==> src/rtl/cmzc_pkg.sv <==
// shared constants and codes for the compass message zero calibration unit
`timescale 1ns / 1ps

package cmzc_pkg;

    // default number of headings summed as the zero reference
    localparam int unsigned CALIB_SAMPLES_DEF = 15;

    localparam int unsigned MIN_LENGTH    = 4;
    localparam int unsigned HEADING_LIMIT = 3600;
    localparam int unsigned HALF_CIRCLE   = 1800;
    localparam int unsigned FULL_CIRCLE   = 3600;

    localparam logic [7:0] ERR_MASK_RST = 8'h80;

    typedef enum logic [2:0] {
        ST_VALID       = 3'd0,
        ST_CALIBRATING = 3'd1,
        ST_SHORT       = 3'd2,
        ST_DEVERR      = 3'd3,
        ST_RANGE       = 3'd4,
        ST_DONE        = 3'd5
    } t_status;

    typedef enum logic [1:0] {
        COND_NOT_INIT = 2'd0,
        COND_VALID    = 2'd1,
        COND_ERROR    = 2'd2
    } t_sensor;

endpackage

==> src/rtl/compass_message_zero_calibration_unit.sv <==
// compass message checker with zero-reference calibration and heading correction
`timescale 1ns / 1ps

// usage
//   s_axis: one transaction per compass message, tdata carries msg_length,
//     device_state, heading_high, heading_low (8 bits each, lowest first)
//   m_axis: exactly one result transaction per message, in order; tdata
//     carries status, heading, sensor_state, valid_count
//   i_cfg_wr_en / i_cfg_wr_data: writes error_bit_mask, only while idle
// timing
//   a message is captured in an input register, checked and corrected by
//   one level of compares, a constant multiply, a subtract and a wrap, and
//   lands in the result register; throughput is one message per cycle
//   while m_axis_tready is high, and all state is updated in the single
//   compute step, so each message sees what the previous one left
// reset
//   clears calibration count, zero sum, calibrated flag, sensor state
//   (not initialized), message counter and both valid bits; mask = 0x80
// stall
//   when m_axis_tready is low the result holds, the input register still
//   fills, and s_axis_tready drops once both stages are occupied
module compass_message_zero_calibration_unit #(
    parameter int unsigned CALIB_SAMPLES = cmzc_pkg::CALIB_SAMPLES_DEF
) (
    input  logic        i_clk,
    input  logic        i_rst_n,
    // configuration
    input  logic        i_cfg_wr_en,
    input  logic [7:0]  i_cfg_wr_data,
    // message input
    input  logic        s_axis_tvalid,
    output logic        s_axis_tready,
    // [7:0] msg_length, [15:8] device_state, [23:16] heading_high,
    // [31:24] heading_low
    input  logic [31:0] s_axis_tdata,
    // result output
    output logic        m_axis_tvalid,
    input  logic        m_axis_tready,
    // [2:0] status, [18:3] heading, [20:19] sensor_state,
    // [52:21] valid_count, [55:53] zero
    output logic [55:0] m_axis_tdata
);
    import cmzc_pkg::*;

    // sum of CALIB_SAMPLES headings below 3600 stays below CALIB_SAMPLES*3600
    localparam int unsigned SUM_W = $clog2(CALIB_SAMPLES * FULL_CIRCLE);
    localparam int unsigned D_W   = SUM_W + 1;
    localparam int unsigned EXT_W = (D_W > 16) ? D_W : 16;
    localparam int unsigned CNT_W = $clog2(CALIB_SAMPLES + 1);

    localparam logic signed [D_W-1:0] HALF_S = D_W'(CALIB_SAMPLES * HALF_CIRCLE);
    localparam logic signed [D_W-1:0] FULL_S = D_W'(CALIB_SAMPLES * FULL_CIRCLE);

    // configuration register
    logic [7:0] r_err_mask;

    // input register
    logic       r_in_vld;
    logic [7:0] r_len;
    logic [7:0] r_dev;
    logic [15:0] r_raw;

    // block state
    logic [CNT_W-1:0] r_calib_cnt, n_calib_cnt;
    logic [SUM_W-1:0] r_zero_sum, n_zero_sum;
    logic             r_calibrated, n_calibrated;
    t_sensor          r_sensor, n_sensor;
    logic [31:0]      r_valid_msgs, n_valid_msgs;

    // result register
    logic                r_out_vld;
    t_status             r_status, n_status;
    logic signed [15:0]  r_heading, n_heading;

    logic advance;

    // the compute step moves whenever the result register is free or drains
    assign advance       = !r_out_vld || m_axis_tready;
    assign s_axis_tready = !r_in_vld || advance;

    always_ff @(posedge i_clk) begin
        if (!i_rst_n) begin
            r_err_mask <= ERR_MASK_RST;
        end else if (i_cfg_wr_en) begin
            r_err_mask <= i_cfg_wr_data;
        end
    end

    // input register
    always_ff @(posedge i_clk) begin
        if (!i_rst_n) begin
            r_in_vld <= 1'b0;
        end else if (s_axis_tready) begin
            r_in_vld <= s_axis_tvalid;
        end
    end

    always_ff @(posedge i_clk) begin
        if (s_axis_tvalid && s_axis_tready) begin
            r_len <= s_axis_tdata[7:0];
            r_dev <= s_axis_tdata[15:8];
            r_raw <= {s_axis_tdata[23:16], s_axis_tdata[31:24]};
        end
    end

    // heading correction: N*raw - sum wrapped to [-N*1800, N*1800)
    logic [11:0]          raw12;
    logic [SUM_W-1:0]     prod;
    logic signed [D_W-1:0] diff;
    logic signed [D_W-1:0] wrapped;
    logic signed [EXT_W-1:0] wrapped_ext;

    assign raw12 = r_raw[11:0];
    assign prod  = SUM_W'(SUM_W'(CALIB_SAMPLES) * SUM_W'(raw12));
    assign diff  = $signed({1'b0, prod}) - $signed({1'b0, r_zero_sum});

    always_comb begin
        if (diff >= HALF_S) begin
            wrapped = diff - FULL_S;
        end else if (diff < -HALF_S) begin
            wrapped = diff + FULL_S;
        end else begin
            wrapped = diff;
        end
    end

    assign wrapped_ext = EXT_W'(wrapped);

    // message checks and state update
    always_comb begin
        n_calib_cnt  = r_calib_cnt;
        n_zero_sum   = r_zero_sum;
        n_calibrated = r_calibrated;
        n_sensor     = r_sensor;
        n_valid_msgs = r_valid_msgs;
        n_heading    = '0;

        if (r_len < 8'(MIN_LENGTH)) begin
            n_status = ST_SHORT;
            n_sensor = COND_ERROR;
        end else if ((r_dev & r_err_mask) != 8'd0) begin
            n_status = ST_DEVERR;
            n_sensor = COND_ERROR;
        end else if (r_raw >= 16'(HEADING_LIMIT)) begin
            n_status = ST_RANGE;
            n_sensor = COND_ERROR;
        end else begin
            n_valid_msgs = r_valid_msgs + 32'd1;
            if (r_calibrated) begin
                n_status  = ST_VALID;
                n_sensor  = COND_VALID;
                n_heading = wrapped_ext[15:0];
            end else if (r_calib_cnt < CNT_W'(CALIB_SAMPLES)) begin
                // still collecting the zero reference
                n_status    = ST_CALIBRATING;
                n_zero_sum  = r_zero_sum + SUM_W'(raw12);
                n_calib_cnt = r_calib_cnt + CNT_W'(1);
            end else begin
                // one extra valid message closes calibration
                n_status     = ST_DONE;
                n_calibrated = 1'b1;
            end
        end
    end

    wire step = r_in_vld && advance;

    always_ff @(posedge i_clk) begin
        if (!i_rst_n) begin
            r_calib_cnt  <= '0;
            r_zero_sum   <= '0;
            r_calibrated <= 1'b0;
            r_sensor     <= COND_NOT_INIT;
            r_valid_msgs <= '0;
            r_out_vld    <= 1'b0;
        end else begin
            if (advance) begin
                r_out_vld <= r_in_vld;
            end
            if (step) begin
                r_calib_cnt  <= n_calib_cnt;
                r_zero_sum   <= n_zero_sum;
                r_calibrated <= n_calibrated;
                r_sensor     <= n_sensor;
                r_valid_msgs <= n_valid_msgs;
            end
        end
    end

    always_ff @(posedge i_clk) begin
        if (step) begin
            r_status  <= n_status;
            r_heading <= n_heading;
        end
    end

    // sensor state and counter registers already hold the post-message values
    assign m_axis_tvalid = r_out_vld;
    assign m_axis_tdata  = {3'b000, r_valid_msgs, r_sensor, r_heading, r_status};

endmodule

==> config.mk <==
export PLATFORM = sky130hd
export DESIGN_NAME = compass_message_zero_calibration_unit
export DESIGN_NICKNAME = d
export VERILOG_FILES = /design/src/rtl/cmzc_pkg.sv /design/src/rtl/compass_message_zero_calibration_unit.sv
export SDC_FILE = /design/constraint.sdc
export NUM_CORES = 1
export LEC_CHECK = 0
export ABC_AREA = 1
export BUFFER_PORTS_ARGS = -buffer_cell sky130_fd_sc_hd__clkbuf_2
export CAP_MARGIN = 30
export CORE_ASPECT_RATIO = 0.9
export CORE_MARGIN = 4
export CORE_UTILIZATION = 59
export DETAILED_ROUTE_END_ITERATION = 6
export PLACE_DENSITY = 0.9
export SLEW_MARGIN = 20
export SYNTH_ARGS = -nofsm -noshare
export SYNTH_HDL_FRONTEND = slang
export SYNTH_SLANG_ARGS = --single-unit
==> constraint.sdc <==
create_clock -name i_clk -period 5.2 [get_ports i_clk]
set_input_delay 0.26 -clock i_clk [delete_from_list [all_inputs] [get_ports i_clk]]
set_output_delay 0.26 -clock i_clk [all_outputs]
set_load 0.05 [all_outputs]
==> results of run 1 <==
Yosys cell counts, drive strengths merged (2+ instances only):
library cell,count
a21oi,75
a22o,4
buf,9
clkbuf,9
dfxtp,65
edfxtp,49
fa,35
ha,40
inv,155
nand2,280
nand3,77
nand3b,3
nand4,22
nor2,110
nor3,29
nor3b,3
nor4,4
o211ai,2
o21a,2
o21ai,49
or2,3
xnor2,9
xor2,27
sequential cells by signal, summed over array words and instances (netlist names):
name,cells
r_status,3
r_raw,16
r_zero_sum,16
r_in_vld,1
r_heading,16
r_valid_msgs,32
r_len,6
r_sensor,2
r_calibrated,1
r_dev,8
m_axis_tvalid,1
r_err_mask,8
r_calib_cnt,4
what timing repair did:
| action | 4_1_cts | 5_1_grt |
|---|---|---|
| hold endpoints to repair | 6 | 0 |
| gates resized for setup | 0 | 0 |
| hold buffers | 6 | 0 |
through the flow:
stage               worst slack, ns  cells  hold slack (ns)
floorplan                     1.056   1075           0.3589
global placement             0.7910   1323           0.4367
detailed placement           0.6723   1324           0.4386
CTS                          0.6445   1362        0.0001683
global route                 0.2715   1362         0.006570
finish                       0.6367   1362          0.01081
where the power goes:
part	internal [uW]	switching [uW]
Sequential	962	21.1
Combinational	666	1370
Clock	711	456
worst min path at each step:
stage	end	cells past startpoint	slack [ns]
floorplan	r_dev[0]	0	0.36
global route	r_dev[0]	1	0.007
detailed placement	r_raw[14]	1	0.44
CTS	r_raw[5]	1	0.0002
global placement	r_raw[5]	1	0.44
finish	r_raw[0]	1	0.01
metal layers:
metal,vias up,global-route usage (%),wire [um]
li1,3710,-,-
met1,3452,32.87,8643
met2,368,39.97,9334
met3,73,4.694,1359
met4,0,10.24,643
met5,-,0,0
placed cells by master (no fill, tap or decap), types with 3 or more instances in the layout:
cell type        n
edfxtp_1        49
nand2_2         16
nand3b_1         3
fa_1            35
a22o_1           4
inv_2           13
inv_1          142
nand4_1         22
clkinv_4         4
nor4_1           4
a21oi_2          4
o21ai_1          7
clkbuf_2        97
xor2_1          27
conb_1           3
o21ai_0         42
nor2_2           9
nand2_4          8
xnor2_1          8
nand2_1        256
clkbuf_16       17
dfxtp_1         65
a21oi_1         71
nor3_1          28
inv_6            4
nor3b_1          3
ha_1            40
nor2_1          99
nand3_1         70
dlygate4sd3_1    6
nand3_2          7
cell families (layout without fill, tap and decap cells):
| kind of cell | after synthesis | count (layout) |
|---|---|---|
| AOI/OAI and AO/OA | 140 | 140 |
| and+or+nand+nor | 533 | 533 |
| xor gates and xnor gates | 36 | 36 |
| other | 1 | 3 |
| adders and majority gates | 75 | 75 |
| DFF | 114 | 114 |
| buffers and inverters | 174 | 293 |
layout make-up:
type | instances | area [um^2]
clock buffers | 18 | 429.2
clock inverters | 14 | 155.1
fillers | 991 | 4019
inverters | 156 | 585.6
multi-input cells | 787 | 4723
flip-flops and latches | 114 | 2773
well taps | 168 | 210.2
repair buffers | 105 | 568.0
==> results.md, run 1 <==
* Xor/xnor share of the synthesized area at roughly 4.1%
* Design Area, Final at 9444 um^2
* CTS tree: done
* Worst path max stage delay at around 0.57 ns
* Core area at roughly 13000 um^2
* Drt first-iter violations at around 800
* # DRC at 0
* Async set-reset flop share out of synthesis at 0%
* Die area at approximately 16000 um^2
* Vias in the first global route at around 7000
* Post-Syn Area at roughly 8200 um^2
* Crit path arrival time at roughly 4.7 ns
* Via-per-instance ratio at between 5 and 6
* Via count at ~7600
* CP Buf/Inv Count at 4
* Crit end category: flip-flop
* Primary FF master, synth: dfxtp_1
* Synthesis-to-finish area growth at 15.45%
* Max_slew headroom at 40.51%
* Final core utilization at a little over two thirds
* Status: finished, final reports clean
* Cells after Synth at 1073
* Post-Route Setup TNS at 0 ns
* Top post-synthesis cells by area: edfxtp_1 18%, dfxtp_1 16%, nand2_1 12%
* Max frequency at roughly 220 MHz
* Clock H-tree levels at 4
* Most used cell along the critical path: nand2_1
* Average size of a mapped cell at approximately 7.6 um^2
* First-pass GRT wire length at 32360 um
* Max-cap violations at 0
* Row count at 40
* Crit path max-delay family: adder cells
* Total of warnings raised by yosys at 0
* CTS sink cnt at ~110
* Critical Path Start: r_raw[4]
* Io pins at ~100
* Max VDD drop at roughly 270 uV
* Critical Path Source Type: flip-flop
* R2R cell count at 20
* Total power at about 4200 uW
* Total grt overflow at 0
* Slew Viols, Final at 0
* Largest area contributor in the synthesized netlist: edfxtp_1
* Hold Startpoint: s_axis_tdata[24]
* Fraction of layout cells with a size suffix above 1 at about 16%
* Setup-failing EPs final at 0
* DP Area at between 8000 and 9000 um^2
* Pwr Density at 443.8 nW/um^2
* Postcts setup bufs at 0
* Worst-margin pin slew at slightly below 0.9 ns
* Fraction of the mapped netlist area in adder cells at approximately 15%
* Worst hold path class: in -> reg
* Crit path to: r_heading[7]
* WP data required at ~5.3 ns
* Die X at 132.1 um
* Remaining antenna violation count at 0
* Clk_skew at 0.01840 ns
* Largest net degree at the start of global routing at 40
* Drt pass-1 iters at 6
* CTS Buf Count at 17
* Final WL at between 15000 and 20000 um
* Cells along the critical path: fa_1, fa_1, inv_1, fa_1, inv_1, ha_1, nand2_1, inv_1, nand2_1, nand2_1, nand2_1, nand3_2, a21o_1, xnor2_4, buf_4, nand2_4, nand2_1, nand2_1, nand2_1, a21oi_1
* EDFF count, synth at between 40 and 50
* Yosys top cell area share at between 15 and 20%
* N_diodes at 0
* Synth Register Bits at 114
* Main combinational cell family by area after synthesis: simple AND/OR/NAND/NOR gates
* Nets at ~1300
* Total Routing Usage GR at 24.75%
* Initial core utilization at between 60% and 70%
* Lkg Pwr at 0.004278 uW
* Stages on worst setup path at 20
* Port bufs at 97
* Minimum clock period at roughly 4.6 ns
* Die height at between 100 and 150 um
* Reg-to-reg slack, setup at approximately 0.64 ns
* Post-synth cell types at 48
* Critical path's slowest cell: edfxtp_1
* Final Cycle Share at between 80% and 90%
* Crit Path Class: reg -> reg
* Initial antenna violation count at 0
* Skew-Pair Late Insertion Delay at 0.42 ns
* Root buffer cell: clkbuf_16
* RSZ-0062 raised after global routing: no
* Post-DP HPWL at between 10000 and 15000 um
* CTS Buffer Depth at 2
* Seq/Total Area, Yosys at around a third
* Reg2Reg Launch Point: r_raw[4]
* Fin. Hold Viols at 0
* Post-synthesis compound-gate area fraction at roughly a tenth
* Post-synthesis simple-gate area fraction at approximately 30%
* RR Endpoint: r_heading[7]
* Routability cong. at ~0.92
* Mux share of post-synthesis cell area at 0%
* Clock slew at reported path FFs at approximately 0.060 ns
* Wirelength per Cell at about 15 um
* Max Fanout on Critical Path at 10
No activity file was read; power rests on OpenSTA's default activity.
==> run 2: changes to the inputs <==
--- a/config.mk
+++ b/config.mk
@@ -13,6 +13,7 @@
 export CORE_UTILIZATION = 59
 export DETAILED_ROUTE_END_ITERATION = 6
 export PLACE_DENSITY = 0.9
+export RECOVER_POWER = 50
 export SLEW_MARGIN = 20
 export SYNTH_ARGS = -nofsm -noshare
 export SYNTH_HDL_FRONTEND = slang
==> run 2 against run 1 <==
Critical path type unchanged. Maximum frequency grew 0.25%. The run now ends with max-capacitance violations, max-slew violations left. Wire length increased by 0.47%. Critical endpoint unchanged. Final area shrank 0.87%.
==> results.md, run 2 (same netlist as run 1, synthesis figures left out) <==
* WP data required at 5.34 ns (about the same)
* Root buffer cell: clkbuf_16
* Worst path max stage delay at 0.57 ns (about the same)
* Lkg Pwr at 0.004084 uW (-4.5%)
* Final Cycle Share at 87.54% (-0.22 points)
* Crit path max-delay family: adder cells
* Setup-failing EPs final at 0 (unchanged)
* Clock slew at reported path FFs at 0.06 ns (about the same)
* Fin. Hold Viols at 0 (unchanged)
* Max Fanout on Critical Path at 10 (unchanged)
* Post-CTS resize count at 0 (unchanged)
* Total Routing Usage GR at 24.75% (unchanged)
* Routability cong. at 0.9219 (unchanged)
* Total power at 4190 uW (about the same)
* Crit end category: flip-flop
* Port bufs at 97 (unchanged)
* Failing checks: max-capacitance violations, max-slew violations
* # DRC at 0 (unchanged)
* Die height at 119.7 um (unchanged)
* Critical Path Source Type: flip-flop
* Via count at 7613 (+0.13%)
* Status: complete, but fails checks
* Area taken by multi-input logic gates at 4723 um^2 (unchanged)
* Max-cap violations at 1 (+1)
* Fillers at 1030 (+3.9%)
* Via-per-instance ratio at 5.590 (+0.13%)
* Clock H-tree levels at 4 (unchanged)
* Logic pwr share at 48.6% (about the same)
* Commonest cells after routing, fill and taps aside: 256 x nand2_1, 142 x inv_1, 99 x nor2_1
* Slew Viols, Final at 40 (+40)
* N_diodes at 0 (unchanged)
* Clk_skew at 0.02864 ns (+0.01024 ns)
* Cells along the critical path: fa_1, fa_1, inv_1, fa_1, inv_1, ha_1, nand2_1, inv_1, nand2_1, nand2_1, nand2_1, nand3_2, a21o_1, xnor2_4, buf_4, nand2_4, nand2_1, nand2_1, nand2_1, a21oi_1
* Worst-margin pin slew at 1.736 ns (+0.8449 ns)
* Critical path's slowest cell: edfxtp_1
* Die area at 15820 um^2 (unchanged)
* Io pins at 103 (unchanged)
* Row count at 40 (unchanged)
* Post-Route Setup TNS at 0 ns (unchanged)
* First-pass GRT wire length at 32360 um (unchanged)
* Worst hold slack at 0.006258 ns (-0.004555 ns)
* Initial antenna violation count at 0 (unchanged)
* Skew-Pair Late Insertion Delay at 0.43 ns (about the same)
* CP Buf/Inv Count at 4 (unchanged)
* Commonest non-fill, non-tap cell in the layout: nand2_1
* CTS Buffer Depth at 2 (unchanged)
* Largest net degree at the start of global routing at 40 (unchanged)
* Crit Path Class: reg -> reg
* Register area at 2773 um^2 (unchanged)
* Max_slew headroom at -15.75% (-56 points)
* Pwr Density at 447.6 nW/um^2 (+0.84%)
* RSZ-0062 raised after global routing: no
* Postcts setup bufs at 0 (unchanged)
* CTS Buf Count at 17 (unchanged)
* Initial core utilization at 60.76% (unchanged)
* Hold buffers post-CTS at 6 (unchanged)
* Minimum clock period at 4.552 ns (-0.01130 ns)
* Max VDD drop at 268.8 uV (+0.46%)
* Vias in the first global route at 6973 (unchanged)
* Post-DP HPWL at 14540 um (unchanged)
* Max FFs per register at 32 (unchanged)
* Synthesis-to-finish area growth at 14.44%
* Most used cell along the critical path: nand2_1
* CTS sink cnt at 114 (unchanged)
* Remaining antenna violation count at 0 (unchanged)
* Fraction of layout cells with a size suffix above 1 at 11.22% (-4.9 points)
* Total grt overflow at 0 (unchanged)
* Crit path arrival time at 4.69 ns (about the same)
* Max frequency at 219.7 MHz (+0.25%)
* Place WS at 0.6723 ns (unchanged)
* Non-Filler Instances at 1362 (unchanged)
* Drt first-iter violations at 740 (-7.2%)
* Biggest register: r_valid_msgs
* Setup slack after layout at 0.6480 ns (+0.01130 ns)
* Pint at 2337 uW (-0.11%)
* Worst hold path class: in -> reg
* Switch share at 44.23% (about the same)
* Placed Cells at 1324 (unchanged)
* Die X at 132.1 um (unchanged)
* Drt pass-1 iters at 7 (+1)
* CTS tree: done
* Wirelength per Cell at 14.74 um (+0.47%)
* Nets at 1301 (unchanged)
* Final WL at 20070 um (+0.47%)
* Sw Pwr at 1853 uW (about the same)
* Flop pwr share at 23.5% (about the same)
* Core area at 13460 um^2 (unchanged)
* Power share of the clock group at 27.9% (about the same)
-- run 2: path summary, 6_finish.rpt --
check              startpoint             to  slack [ns]  depth (start not counted)
max                  r_raw[4]   r_heading[7]        0.65                         20
min          s_axis_tdata[10]       r_dev[2]       0.006                          1
max reg2reg          r_raw[4]   r_heading[7]        0.65                         20
min reg2reg     r_err_mask[7]  r_err_mask[7]        0.46                          2
-- run 2: through the flow --
step	util, %	area, um^2
2_1_floorplan	-	8188
3_3_place_gp	65.25	8785
3_5_place_dp	65.36	8800
4_1_cts	70.15	9444
5_1_grt	69.54	9361
6_report	69.54	9361
-- run 2: metal layers --
metal / vias up / wire (um) / global-route usage [%]
met4: 0 / 689 / 10.24
met2: 368 / 9288 / 39.97
met5: - / 0 / 0
met1: 3463 / 8709 / 32.87
li1: 3707 / - / -
met3: 75 / 1387 / 4.694
-- run 2: power groups by stage --
stage / Clock [uW] / Combinational [uW] / Sequential, uW
after detailed placement: 0 / 1980 / 1000
after global routing: 1210 / 2310 / 987
after CTS: 1180 / 2010 / 984
final: 1170 / 2040 / 983
after global placement: 0 / 1920 / 1000
after floorplan: 0 / 1640 / 1020
-- run 2: final cells by class --
cell class,count,area share [%]
Clock buffer,18,4.584
Clock inverter,14,1.657
Inverter,156,6.255
Tap cell,168,2.245
Multi-Input combinational cell,787,50.45
Sequential cell,114,29.62
Timing Repair Buffer,105,5.186
